**src/rtl/core/iff_form_stream_parser_top_macros.svh**
```systemverilog
// Assertion macros for the IFF stream parser.
// Needs nothing else; included by the top level.
`ifndef IFF_FORM_STREAM_PARSER_TOP_MACROS_SVH
`define IFF_FORM_STREAM_PARSER_TOP_MACROS_SVH
`ifndef ASSERT_OFF
`define IFFP_ASSERT(lbl, ck, rn, prop, msg) \
	lbl: assert property (@(posedge ck) disable iff (!rn) prop) else $error(msg);
`define IFFP_NEVER(lbl, ck, rn, cond, msg) \
	lbl: assert property (@(posedge ck) disable iff (!rn) !(cond)) else $error(msg);
`else
`define IFFP_ASSERT(lbl, ck, rn, prop, msg)
`define IFFP_NEVER(lbl, ck, rn, cond, msg)
`endif
`endif

```
**src/rtl/core/iffp_pkg.sv**
```systemverilog
// Types and constants of the IFF stream parser.
// Used by iff_form_stream_parser_top; depends on nothing.
package iffp_pkg;
	localparam logic [31:0] SIZE_RESERVED = 32'hFFFF_FFF0;
	localparam logic [31:0] ID_FORM = 32'h464F_524D;
	localparam logic [31:0] ID_CAT = 32'h4341_5420;
	localparam logic [32:0] HDR_BYTES = 33'd8;
	localparam logic [32:0] WORD_BYTES = 33'd4;
	localparam int FIFO_DEPTH = 8;
	localparam int FIFO_AW = 3;

	localparam logic [3:0] PH_CONT_ID = 4'd0;
	localparam logic [3:0] PH_CAT_SIZE = 4'd1;
	localparam logic [3:0] PH_CAT_TYPE = 4'd2;
	localparam logic [3:0] PH_FORM_ID = 4'd3;
	localparam logic [3:0] PH_FORM_SIZE = 4'd4;
	localparam logic [3:0] PH_FORM_TYPE = 4'd5;
	localparam logic [3:0] PH_CHUNK_ID = 4'd6;
	localparam logic [3:0] PH_CHUNK_SIZE = 4'd7;
	localparam logic [3:0] PH_CHUNK_DATA = 4'd8;
	localparam logic [3:0] PH_CHUNK_PAD = 4'd9;
	localparam logic [3:0] PH_FORM_PAD = 4'd10;
	localparam logic [3:0] PH_IDLE = 4'd11;

	localparam logic [2:0] EV_FORM_START = 3'd0;
	localparam logic [2:0] EV_CHUNK_START = 3'd1;
	localparam logic [2:0] EV_CHUNK_BYTE = 3'd2;
	localparam logic [2:0] EV_FORM_END = 3'd3;
	localparam logic [2:0] EV_DONE = 3'd4;
	localparam logic [2:0] EV_ERROR = 3'd5;

	localparam logic [3:0] ERR_BAD_ID = 4'd0;
	localparam logic [3:0] ERR_NOT_FORM = 4'd1;
	localparam logic [3:0] ERR_FORM_RES = 4'd2;
	localparam logic [3:0] ERR_FORM_PAST = 4'd3;
	localparam logic [3:0] ERR_TRUNC_HDR = 4'd4;
	localparam logic [3:0] ERR_CHUNK_RES = 4'd5;
	localparam logic [3:0] ERR_CAT_PAST = 4'd6;
	localparam logic [3:0] ERR_CAT_EMPTY = 4'd7;
	localparam logic [3:0] ERR_EARLY_END = 4'd8;

	localparam logic [7:0] CFG_FILE_LENGTH = 8'd0;
	localparam logic [7:0] CFG_ALIGN = 8'd1;

	typedef struct packed {
		logic [2:0]  event_res;
		logic [31:0] tag;
		logic [31:0] length;
		logic [7:0]  payload_byte;
		logic [3:0]  error_code;
		logic        last;
	} res_t;

	function automatic res_t mk_res(input logic [2:0] ev, input logic [31:0] tg,
			input logic [31:0] ln, input logic [7:0] pb, input logic [3:0] ec);
		res_t r;
		r.event_res = ev;
		r.tag = tg;
		r.length = ln;
		r.payload_byte = pb;
		r.error_code = ec;
		r.last = 1'b0;
		return r;
	endfunction

	function automatic logic [7:0] pad_cnt(input logic [32:0] pos, input logic [32:0] lim,
			input logic [7:0] ap, input logic [7:0] a);
		logic [7:0] pad;
		logic [32:0] rem;
		pad = (ap == 8'd0 || ap >= a) ? 8'd0 : 8'(a - ap);
		rem = lim - pos;
		if (lim <= pos)
			return 8'd0;
		else if (rem < {25'd0, pad})
			return rem[7:0];
		else
			return pad;
	endfunction
endpackage

```
**src/rtl/core/iff_form_stream_parser_top.sv**
```systemverilog
// IFF stream parser: one input register, the parse step, and a result queue.
// A byte's results are queued before they are offered. Throughput: one byte
// per cycle while the result side keeps up; a byte gives up to three results,
// which leave an eight-entry queue one per cycle while m_tready is high.
// Reset (arst_n low) restarts the parser, empties the queue and sets
// file_length to 0 and align_bytes to 4.
`include "iff_form_stream_parser_top_macros.svh"
module iff_form_stream_parser_top (
	input  logic        clk,
	input  logic        arst_n,
	input  logic        s_tvalid,
	output logic        s_tready,
	input  logic [7:0]  s_tdata,   // data_byte
	input  logic        s_tuser,   // start_of_file
	output logic        m_tvalid,
	input  logic        m_tready,
	output logic [79:0] m_tdata,   // tag, length, payload_byte, error_code, zero fill
	output logic [2:0]  m_tuser,   // event_res
	output logic        m_tlast,   // last
	input  logic        cfg_valid,
	output logic        cfg_ready,
	input  logic [7:0]  cfg_index,
	input  logic [31:0] cfg_data
);
	import iffp_pkg::*;

	logic [31:0] file_length_q;
	logic [7:0]  align_q;
	logic        valid_s1, sof_s1;
	logic [7:0]  byte_s1;

	logic [3:0]  phase_q;
	logic [32:0] pos_q, form_lim_q, cat_lim_q;
	logic [31:0] ws_q, cr_q;
	logic [1:0]  wbc_q;
	logic [7:0]  ap_q;
	logic        ic_q, sf_q;

	logic [3:0]  ph;
	logic [32:0] pos, fl, cl;
	logic [31:0] ws, cr;
	logic [1:0]  wbc;
	logic [7:0]  ap;
	logic        ic, sf;
	res_t        res [3];
	logic [1:0]  n;

	res_t              fifo_q [FIFO_DEPTH];
	logic [FIFO_AW-1:0] wp_q, rp_q;
	logic [FIFO_AW:0]   cnt_q;
	logic              pop;

	assign cfg_ready = 1'b1;

	always_comb begin
		logic [7:0]  a;
		logic [8:0]  ap_inc;
		logic [31:0] w;
		logic [31:0] size;
		logic [7:0]  pc;
		logic        go, cf, floop, endf, catl;
		ph = phase_q; pos = pos_q; fl = form_lim_q; cl = cat_lim_q;
		ws = ws_q; cr = cr_q; wbc = wbc_q; ap = ap_q; ic = ic_q; sf = sf_q;
		n = 2'd0;
		for (int k = 0; k < 3; k++) res[k] = mk_res(3'd0, 32'd0, 32'd0, 8'd0, 4'd0);
		a = (align_q == 8'd0) ? 8'd1 : align_q;
		ap_inc = 9'd0; w = 32'd0; size = 32'd0; pc = 8'd0;
		go = 1'b0; cf = 1'b0; floop = 1'b0; endf = 1'b0; catl = 1'b0;
		if (valid_s1) begin
			if (sof_s1) begin
				ph = PH_CONT_ID; pos = '0; fl = '0; cl = '0; ws = '0; wbc = '0;
				cr = '0; ap = '0; ic = 1'b0; sf = 1'b0;
			end
			if (ph != PH_IDLE) begin
				if (pos >= {1'b0, file_length_q}) begin
					res[n] = mk_res(EV_ERROR, 32'd0, 32'd0, 8'd0, ERR_EARLY_END);
					n = n + 2'd1; ph = PH_IDLE;
				end else begin
					pos = pos + 33'd1;
					ap_inc = {1'b0, ap} + 9'd1;
					ap = (ap_inc >= {1'b0, a}) ? 8'd0 : ap_inc[7:0];
					go = 1'b1;
					if (ph <= PH_CHUNK_SIZE) begin
						ws = {ws[23:0], byte_s1};
						wbc = wbc + 2'd1;
						go = (wbc == 2'd0);
					end
					w = ws;
					if (go) begin
						unique case (ph)
							PH_CONT_ID: begin
								if (w == ID_FORM) begin
									ic = 1'b0; ph = PH_FORM_SIZE;
								end else if (w == ID_CAT) begin
									ph = PH_CAT_SIZE;
								end else begin
									res[n] = mk_res(EV_ERROR, 32'd0, 32'd0, 8'd0, ERR_BAD_ID);
									n = n + 2'd1; ph = PH_IDLE;
								end
							end
							PH_CAT_SIZE: begin
								ic = 1'b1;
								ph = PH_CAT_TYPE;
								if (w >= SIZE_RESERVED) begin
									cl = {1'b0, file_length_q};
								end else begin
									cl = pos + {1'b0, w};
									if (cl > {1'b0, file_length_q}) begin
										res[n] = mk_res(EV_ERROR, 32'd0, 32'd0, 8'd0, ERR_CAT_PAST);
										n = n + 2'd1; ph = PH_IDLE;
									end
								end
							end
							PH_CAT_TYPE: catl = 1'b1;
							PH_FORM_ID: begin
								if (w == ID_FORM) begin
									ph = PH_FORM_SIZE;
								end else begin
									res[n] = mk_res(EV_ERROR, 32'd0, 32'd0, 8'd0, ERR_NOT_FORM);
									n = n + 2'd1; ph = PH_IDLE;
								end
							end
							PH_FORM_SIZE: begin
								if (w >= SIZE_RESERVED) begin
									res[n] = mk_res(EV_ERROR, 32'd0, 32'd0, 8'd0, ERR_FORM_RES);
									n = n + 2'd1; ph = PH_IDLE;
								end else begin
									fl = pos + {1'b0, w};
									if (fl > {1'b0, file_length_q}) begin
										res[n] = mk_res(EV_ERROR, 32'd0, 32'd0, 8'd0, ERR_FORM_PAST);
										n = n + 2'd1; ph = PH_IDLE;
									end else begin
										ph = PH_FORM_TYPE;
									end
								end
							end
							PH_FORM_TYPE: begin
								res[n] = mk_res(EV_FORM_START, w,
									32'(fl - (pos - WORD_BYTES)), 8'd0, 4'd0);
								n = n + 2'd1;
								if (ic) sf = 1'b1;
								floop = 1'b1;
							end
							PH_CHUNK_ID: begin
								cr = w; ph = PH_CHUNK_SIZE;
							end
							PH_CHUNK_SIZE: begin
								if (w >= SIZE_RESERVED) begin
									res[n] = mk_res(EV_ERROR, 32'd0, 32'd0, 8'd0, ERR_CHUNK_RES);
									n = n + 2'd1; ph = PH_IDLE;
								end else begin
									size = w;
									if (pos + {1'b0, w} > fl)
										size = (pos < fl) ? 32'(fl - pos) : 32'd0;
									res[n] = mk_res(EV_CHUNK_START, cr, size, 8'd0, 4'd0);
									n = n + 2'd1;
									cr = size;
									if (size == 32'd0) cf = 1'b1;
									else ph = PH_CHUNK_DATA;
								end
							end
							PH_CHUNK_DATA: begin
								res[n] = mk_res(EV_CHUNK_BYTE, 32'd0, 32'd0, byte_s1, 4'd0);
								n = n + 2'd1;
								cr = cr - 32'd1;
								if (cr == 32'd0) cf = 1'b1;
							end
							PH_CHUNK_PAD: begin
								cr = cr - 32'd1;
								if (cr == 32'd0) floop = 1'b1;
							end
							PH_FORM_PAD: begin
								cr = cr - 32'd1;
								if (cr == 32'd0) catl = 1'b1;
							end
							default: ph = PH_IDLE;
						endcase
					end
					if (cf) begin
						pc = pad_cnt(pos, fl, ap, a);
						if (pc != 8'd0) begin
							cr = {24'd0, pc}; ph = PH_CHUNK_PAD;
						end else begin
							floop = 1'b1;
						end
					end
					if (floop) begin
						if (pos < fl) begin
							if (fl - pos < HDR_BYTES) begin
								res[n] = mk_res(EV_ERROR, 32'd0, 32'd0, 8'd0, ERR_TRUNC_HDR);
								n = n + 2'd1; ph = PH_IDLE;
							end else begin
								ph = PH_CHUNK_ID;
							end
						end else begin
							endf = 1'b1;
						end
					end
					if (endf) begin
						res[n] = mk_res(EV_FORM_END, 32'd0, 32'd0, 8'd0, 4'd0);
						n = n + 2'd1;
						if (!ic) begin
							res[n] = mk_res(EV_DONE, 32'd0, 32'd0, 8'd0, 4'd0);
							n = n + 2'd1; ph = PH_IDLE;
						end else begin
							pc = pad_cnt(pos, cl, ap, a);
							if (pc != 8'd0) begin
								cr = {24'd0, pc}; ph = PH_FORM_PAD;
							end else begin
								catl = 1'b1;
							end
						end
					end
					if (catl) begin
						if (pos + HDR_BYTES <= cl) begin
							ph = PH_FORM_ID;
						end else if (sf) begin
							res[n] = mk_res(EV_DONE, 32'd0, 32'd0, 8'd0, 4'd0);
							n = n + 2'd1; ph = PH_IDLE;
						end else begin
							res[n] = mk_res(EV_ERROR, 32'd0, 32'd0, 8'd0, ERR_CAT_EMPTY);
							n = n + 2'd1; ph = PH_IDLE;
						end
					end
					if (ph != PH_IDLE && pos >= {1'b0, file_length_q} && n != 2'd3) begin
						res[n] = mk_res(EV_ERROR, 32'd0, 32'd0, 8'd0, ERR_EARLY_END);
						n = n + 2'd1; ph = PH_IDLE;
					end
				end
			end
			if (n != 2'd0) res[n - 2'd1].last = 1'b1;
		end
	end

	assign pop = m_tvalid && m_tready;
	assign m_tvalid = (cnt_q != '0);
	assign m_tdata = {4'd0, fifo_q[rp_q].error_code, fifo_q[rp_q].payload_byte,
		fifo_q[rp_q].length, fifo_q[rp_q].tag};
	assign m_tuser = fifo_q[rp_q].event_res;
	assign m_tlast = fifo_q[rp_q].last;
	assign s_tready = ({2'b0, cnt_q} + {4'd0, n} + 6'd3) <= 6'(FIFO_DEPTH);

	always_ff @(posedge clk or negedge arst_n) begin
		if (!arst_n) begin
			file_length_q <= '0;
			align_q <= 8'd4;
			valid_s1 <= 1'b0;
			phase_q <= PH_CONT_ID;
			pos_q <= '0; form_lim_q <= '0; cat_lim_q <= '0;
			ws_q <= '0; cr_q <= '0; wbc_q <= '0; ap_q <= '0;
			ic_q <= 1'b0; sf_q <= 1'b0;
			wp_q <= '0; rp_q <= '0; cnt_q <= '0;
		end else begin
			if (cfg_valid) begin
				if (cfg_index == CFG_FILE_LENGTH) file_length_q <= cfg_data;
				else if (cfg_index == CFG_ALIGN) align_q <= cfg_data[7:0];
			end
			valid_s1 <= s_tvalid && s_tready;
			if (valid_s1) begin
				phase_q <= ph; pos_q <= pos; form_lim_q <= fl; cat_lim_q <= cl;
				ws_q <= ws; cr_q <= cr; wbc_q <= wbc; ap_q <= ap;
				ic_q <= ic; sf_q <= sf;
			end
			wp_q <= wp_q + FIFO_AW'(n);
			rp_q <= rp_q + FIFO_AW'(pop);
			cnt_q <= cnt_q + (FIFO_AW+1)'(n) - (FIFO_AW+1)'(pop);
		end
	end

	always_ff @(posedge clk) begin
		if (s_tvalid && s_tready) begin
			byte_s1 <= s_tdata;
			sof_s1 <= s_tuser;
		end
		for (int k = 0; k < 3; k++)
			if (2'(k) < n) fifo_q[wp_q + FIFO_AW'(k)] <= res[k];
	end

	`IFFP_NEVER(a_fifo_bound, clk, arst_n, cnt_q > (FIFO_AW+1)'(FIFO_DEPTH), "result queue overflow")
	`IFFP_ASSERT(a_idle_quiet, clk, arst_n, (valid_s1 && phase_q == PH_IDLE && !sof_s1) |-> (n == 2'd0), "result from idle parser")
	`IFFP_ASSERT(a_pos_frozen, clk, arst_n, (!valid_s1 && !$past(valid_s1)) |=> $stable(pos_q), "position moved without a byte")
endmodule
```
**config.mk**
```make
export PLATFORM = sky130hd
export DESIGN_NAME = iff_form_stream_parser_top
export DESIGN_NICKNAME = d
export VERILOG_FILES = /design/src/rtl/core/iffp_pkg.sv /design/src/rtl/core/iff_form_stream_parser_top.sv
export VERILOG_INCLUDE_DIRS = /design/src /design/src/rtl/core
export SDC_FILE = /design/constraint.sdc
export NUM_CORES = 2
export LEC_CHECK = 0
export ABC_CLOCK_PERIOD_IN_PS = 25800
export BUFFER_PORTS_ARGS = -buffer_cell sky130_fd_sc_hd__buf_2
export CELL_PAD_IN_SITES_DETAIL_PLACEMENT = 0
export CELL_PAD_IN_SITES_GLOBAL_PLACEMENT = 2
export CORE_ASPECT_RATIO = 1.4
export CORE_MARGIN = 5
export CORE_UTILIZATION = 42
export CTS_CLUSTER_DIAMETER = 100
export DETAILED_ROUTE_END_ITERATION = 8
export PLACE_DENSITY_LB_ADDON = 0.1
export SLEW_MARGIN = 10
export SYNTH_ARGS = -nofsm -noshare
export SYNTH_HDL_FRONTEND = slang
export SYNTH_SLANG_ARGS = --single-unit
```
**constraint.sdc**
```tcl
create_clock -name clk -period 25.8 [get_ports clk]
set_clock_uncertainty 0.15 [all_clocks]
set_input_delay 3.87 -clock clk [delete_from_list [all_inputs] [get_ports clk]]
set_output_delay 3.87 -clock clk [all_outputs]
set_load 0.02 [all_outputs]
```
=== Word level (Yosys, flattened, before mapping) ===
Memory sizes are Yosys's and may differ from the RTL's.
Index checks and enable logic that the tools add are counted.

* Output and inout bits: 87
* Flip-flop bits (word level): 239
* Memories kept: 1
* RAM bits: 640
* Input port bits: 54

{| class="wikitable"
|+ Memory list
! memory !! words !! width !! rd ports !! clocked after Yosys merged registers in !! wr ports !! RTL line !! RTL
|-
| fifo_q || 8 || 80 || 1 || 0 || 3 || iff_form_stream_parser_top.sv:48 || <nowiki>res_t fifo_q [FIFO_DEPTH];</nowiki>
|}

* Bitwise gates (word level): 25
* Add/sub/neg operators: 26
* Reductions and logical operators: 27
* Order comparisons: 32
* Equal/unequal tests: 16
* Mux-type cells: 243

{| class="wikitable"
|+ Operator list
! cell !! count
|-
| $mux 240 || 22
|-
| $mux 80 || 18
|-
| $demux 80 s2 || 6
|-
| $mux 32 || 26
|-
| $mux 33 || 23
|-
| $pmux 80 s7 || 1
|-
| $and 237x237->237 || 2
|-
| $not 237->237 || 2
|-
| $and 231x231->231 || 2
|-
| $not 231->231 || 2
|-
| $bwmux 240 || 1
|-
| $and 234x234->234 || 1
|-
| $not 234->234 || 1
|-
| $and 225x225->225 || 1
|-
| $not 225->225 || 1
|-
| $mux 160 || 1
|-
| $mux 8 || 20
|-
| $mux 4 || 28
|-
| $le 33x33->1 || 3
|-
| $pmux 32 s3 || 1
|-
| $ge 33x32->1 || 2
|-
| $lt 33x33->1 || 2
|-
| $lt 33x8->1 || 2
|-
| $sub 33x33->33 || 2
|-
| other kinds (62) || 199
|}

=== Longest topological paths before layout ===
* Depth in word-level cells: 69
* Gate-level depth with buffers: 72
* Gate-level depth less buffers: 61

=== Least setup slack after synthesis ===
OpenSTA, ideal clock, no wires.

* Kind: register to register
* Start: register sof_s1
* End: memory fifo_q[5][0] in the netlist's numbering, enable pin
* Period minus slack after synthesis: 23,148 ps
* Arrival: 22,206 ps
* Path buffers: 13
* Cell stages (with the launch flop): 57
* Slack: 2,652 ps
* Data required time: 24,858 ps
* Path through: edfxtp_1 clkbuf_1 clkbuf_1 clkbuf_1 buf_1 buf_2 buf_1 clkbuf_1 buf_1 clkbuf_1 clkbuf_1 clkbuf_1 nor2b_1 ha_1 xnor2_1 inv_1 ha_1 a21oi_1 (+21 left out) or4_1 nor4_1 and4b_1 buf_2 mux2_2 o31ai_2 nand2_1 a21o_1 ha_1 a221o_1 inv_1 ha_1 mux2i_1 ha_1 a211o_4 a211oi_2 a21oi_1 o311ai_0

{| class="wikitable"
|+ RTL lines
! element !! RTL line !! RTL
|-
| from (decl) || iff_form_stream_parser_top.sv:29 || <nowiki>logic valid_s1, sof_s1;</nowiki>
|-
| from (signal assigned) || iff_form_stream_parser_top.sv:273 || <nowiki>sof_s1 <= s_tuser;</nowiki>
|-
| to (decl) || iff_form_stream_parser_top.sv:48 ||
|}

=== Final worst setup path ===
* Start: register sof_s1
* End: output s_tready

* Word-level cells in the longest chain between the ends: 55
* Elaborated cells between the ends (all ways): 210

{| class="wikitable"
|+ RTL lines
! element !! RTL line !! RTL
|-
| branches (longest 49 deep; another with $add 33x1->33) || -- ||
|-
| $mux 2 * || iff_form_stream_parser_top.sv:74 || <nowiki>if (ph != PH_IDLE) begin</nowiki>
|-
| $mux 2 * (2 in a row) || iff_form_stream_parser_top.sv:69 || <nowiki>if (valid_s1) begin</nowiki>
|-
| $add 4x2->5 * || iff_form_stream_parser_top.sv:241 || <nowiki>assign s_tready = ({2'b0, cnt_q} + {4'd0, n} + 6'd3) <= 6'(FIFO_DEPTH);</nowiki>
|-
| $add 5x2->6 * || iff_form_stream_parser_top.sv:241 ||
|-
| $le 6x4->1 * || iff_form_stream_parser_top.sv:241 ||
|-
| to (decl) || iff_form_stream_parser_top.sv:12 || <nowiki>output logic s_tready,</nowiki>
|}

Mark *: on every way between the ends. The select of a mux whose other input is x is not followed.

==> metrics.csv <==
stage,metric,value,unit
timing,Rel. slew slack,7.67,%
cts,clock sink count,879,
floorplan,IO Pins,141,
routing,drt drc,0,
global_route,vias in the first global route,50800,
worst_setup_path,Worst Path Arrival,16.42,ns
cts,Resize count post-CTS,0,
yosys,"EDFF count, synth",649,
timing,worst slew pin tran,1.37,ns
global_route,GR Util All Layers,31.2,%
global_route,largest net degree at the start of global routing,91,
timing,Final Cycle Share,79.2,%
yosys,Post-Syn Area,60700,um2
cts,clk slew on worst S/H paths,0.06,ns
global_route,grt ovf,0,
yosys,"Top FF cell, synth",edfxtp_1,
power_and_ir_drop,peak supply drop,127,uV
timing,achievable frequency,48.9,MHz
yosys,Post-Synthesis Cells,6129,
timing,RSZ-0062 raised after global routing,no,
floorplan,Die Y,460,um
routing,routed length per instance,29.8,um
global_route,first-pass GRT wire length,352000,um
cts,Post-CTS Repair Setup Buffers,0,
yosys,Syn. warnings,0,
cts,Root Buffer,clkbuf_16,
flow_run,Max-Cap Viols,0,
routing,via/cell ratio,6.10,
power_and_ir_drop,leakage power,0.0282,uW
yosys,"count leader, synth",nor2_1,
place,GPL Wtd Cong,0.953,
yosys,"Seq/Total Area, Yosys",41.6,%
yosys,dominant cell type by area after synthesis,edfxtp_1,
floorplan,DIE AREA,152000,um2
final_layout,share of post-route cells with drive strength above 1,12.7,%
cts,CTS Hold Bufs,0,
yosys,post-synth top area share,32.1,%
worst_setup_path,crit path kind,flop to output port,
status,status,completed,
timing,fin crit period,20.44,ns
worst_setup_path,"slowest stage delay, CP",0.61,ns
cts,H-Tree Depth,3,
place,DPL Wire Length,179000,um
place,number of port buffers,135,
yosys,Avg Inst Size Synth,9.90,um2
final_layout,area delta synth->final,10.2,%
timing,setup TNS,0,ns
cts,Max Root-Sink Buffers,3,
worst_setup_path,Crit path max-delay family,simple AND/OR/NAND/NOR gates,
cts,CTS buffer count,93,
worst_setup_path,CP Depth,56,
cts,CTS tree,yes,
yosys,Yosys cell types,115,
global_route,initial antenna violation count,9,
worst_setup_path,"most used cell, CP",a21oi_1,
worst_setup_path,Setup crit end kind,output port,
final_layout,# nets final,6678,
power_and_ir_drop,"Power, Total",6440,uW
timing,Fin. Hold Viols,0,
floorplan,core area,144000,um2
worst_setup_path,"Slowest-stage cell, CP",nor4_4,
worst_setup_path,R2R cell count,50,
floorplan,FP Rows,165,
routing,Routed Antenna Nets,0,
worst_setup_path,CP startpoint kind,flop,
routing,routed vias,49800,
floorplan,Starting Density,42.1,%
worst_setup_path,Critical Path RT,21.78,ns
min_path,Hold WC Path Type,flop to flop,
yosys,ys async rst share,26.2,%
place,Inst Count DP,7991,
final_layout,Final Cell Area,66900,um2
worst_setup_path,"critical path fanouts, max",48,
cts,Clock Latency Late Sink,0.77,ns
min_path,hold depth,2,
yosys,#FFs+latches synth,879,
yosys,main area contributors after synthesis,"edfxtp_1 (32%), dfrtp_1 (9.4%), ha_1 (8.7%), mux4_2 (5.9%), nor2_1 (5.3%)",
place,Post-Place Cell Area,63700,um2
routing,post-detailed-routing wire length,244000,um
yosys,Synth top cells by count,"nor2_1 (862), edfxtp_1 (649), nand2_1 (578)",
timing,final setup violation count,0,
worst_setup_path,Worst Path Buf+Inv,8,
timing,Final Slew Violations,0,
final_layout,Layout Cells excl Fill,8167,
routing,DR iter-0 viols,4160,
routing,1st-pass router iterations,6,
floorplan,die extent in x,331,um
power_and_ir_drop,Pwr Density,96.4,nW/um2
registers in the layout (all words and copies together) (netlist names), 4 cells and up:
register,flops
file_length_q,32
align_q,8
fifo_q,640
pos_q,33
cnt_q,4
phase_q,4
byte_s1,8
cr_q,32
ap_q,8
cat_lim_q,33
ws_q,32
form_lim_q,33
cells by family after synthesis:
kind of cell / count (synthesis) / share of synthesized area, %
AND/OR/NAND/NOR: 2195 / 16.5
AO/OA/AOI/OAI: 1393 / 15.0
adder cells (fa/ha/maj): 458 / 9.90
other: 2 / 0.0124
buffers and inverters: 607 / 4.04
XOR/XNOR: 214 / 3.11
flip-flops: 879 / 41.6
multiplexers: 381 / 9.82
metrics by stage:
stage	util, %	hold slack (ns)	setup WS (ns)
final	46.4	0.332	5.36
after global routing	46.4	0.354	4.22
after floorplan	-	0.292	2.65
after CTS	46.4	0.333	5.42
after detailed placement	44.2	0.319	6.20
after global placement	44.2	0.308	6.51
per-layer routing:
layer,up-vias,share of wire (%),track usage [%]
li1,22600,-,-
met3,536,4.5,2.97
met2,1664,50,55.8
met1,25000,37,35.8
met5,-,0,0
met4,0,7.7,20.0
where the power goes:
group,internal (uW),total (uW),switching (uW)
Sequential,1580,1720,137
Clock,819,1430,607
Combinational,1140,3300,2160
final cells by class:
type,instances,area [um2]
fillers,13900,77200
multi-input cells,4646,33200
flip-flops and latches,879,25300
clock buffers,129,2630
well taps,1920,2400
repair buffers,269,1700
inverters,277,1040
clock inverters,44,567
diodes,3,7.51
path summary, 6_finish.rpt:
path | from | to | slack [ns]
min in group asynchronous | arst_n | align_q[0]$_DFFE_PN0P_ | 2.99
min reg2reg | cat_lim_q[17]$_DFFE_PN0P_ | cat_lim_q[17]$_DFFE_PN0P_ | 0.33
max in group asynchronous | arst_n | form_lim_q[28]$_DFFE_PN0P_ | 20.49
max reg2reg | sof_s1$_DFFE_PP_ | fifo_q[3][55]$_SDFFCE_PP0P_ | 8.82
min | cat_lim_q[17]$_DFFE_PN0P_ | cat_lim_q[17]$_DFFE_PN0P_ | 0.33
max | sof_s1$_DFFE_PP_ | s_tready | 5.36
tightest hold or removal path, delay by kind of cell (launching register included):
family | cells | cell delay [ns]
compound gates | 1 | 0.06
simple gates | 1 | 0.04
flops | 1 | 0.34
layout by cell type, fill, tap and decap left out, types with 23 or more instances in the layout:
cell type / synthesis / routed
dfrtp_1: 229 / 224
a21oi_1: 345 / 345
a31oi_1: 68 / 68
mux4_2: 160 / 160
a22o_1: 101 / 101
mux2i_1: 106 / 106
and2_1: 25 / 25
nand2b_1: 42 / 41
mux2_2: 115 / 115
buf_4: 15 / 133
o211ai_1: 24 / 24
o21bai_1: 36 / 31
nor4_1: 38 / 36
buf_2: 43 / 134
or4_1: 24 / 24
ha_1: 421 / 421
nor2b_1: 72 / 72
fa_1: 37 / 37
clkbuf_16: 0 / 97
nand4_1: 90 / 90
inv_1: 275 / 275
xor2_1: 66 / 66
nor2_1: 862 / 857
xnor2_1: 146 / 146
nand3_1: 142 / 142
a21o_1: 90 / 89
or3_1: 33 / 33
a221oi_1: 23 / 23
o21a_1: 43 / 43
and3_1: 56 / 56
edfxtp_1: 649 / 649
nand2_1: 578 / 573
o21ai_0: 363 / 359
clkbuf_1: 224 / 24
o21ai_1: 28 / 30
nor3_1: 134 / 128
Note: power is estimated with default switching activity, not from simulation.
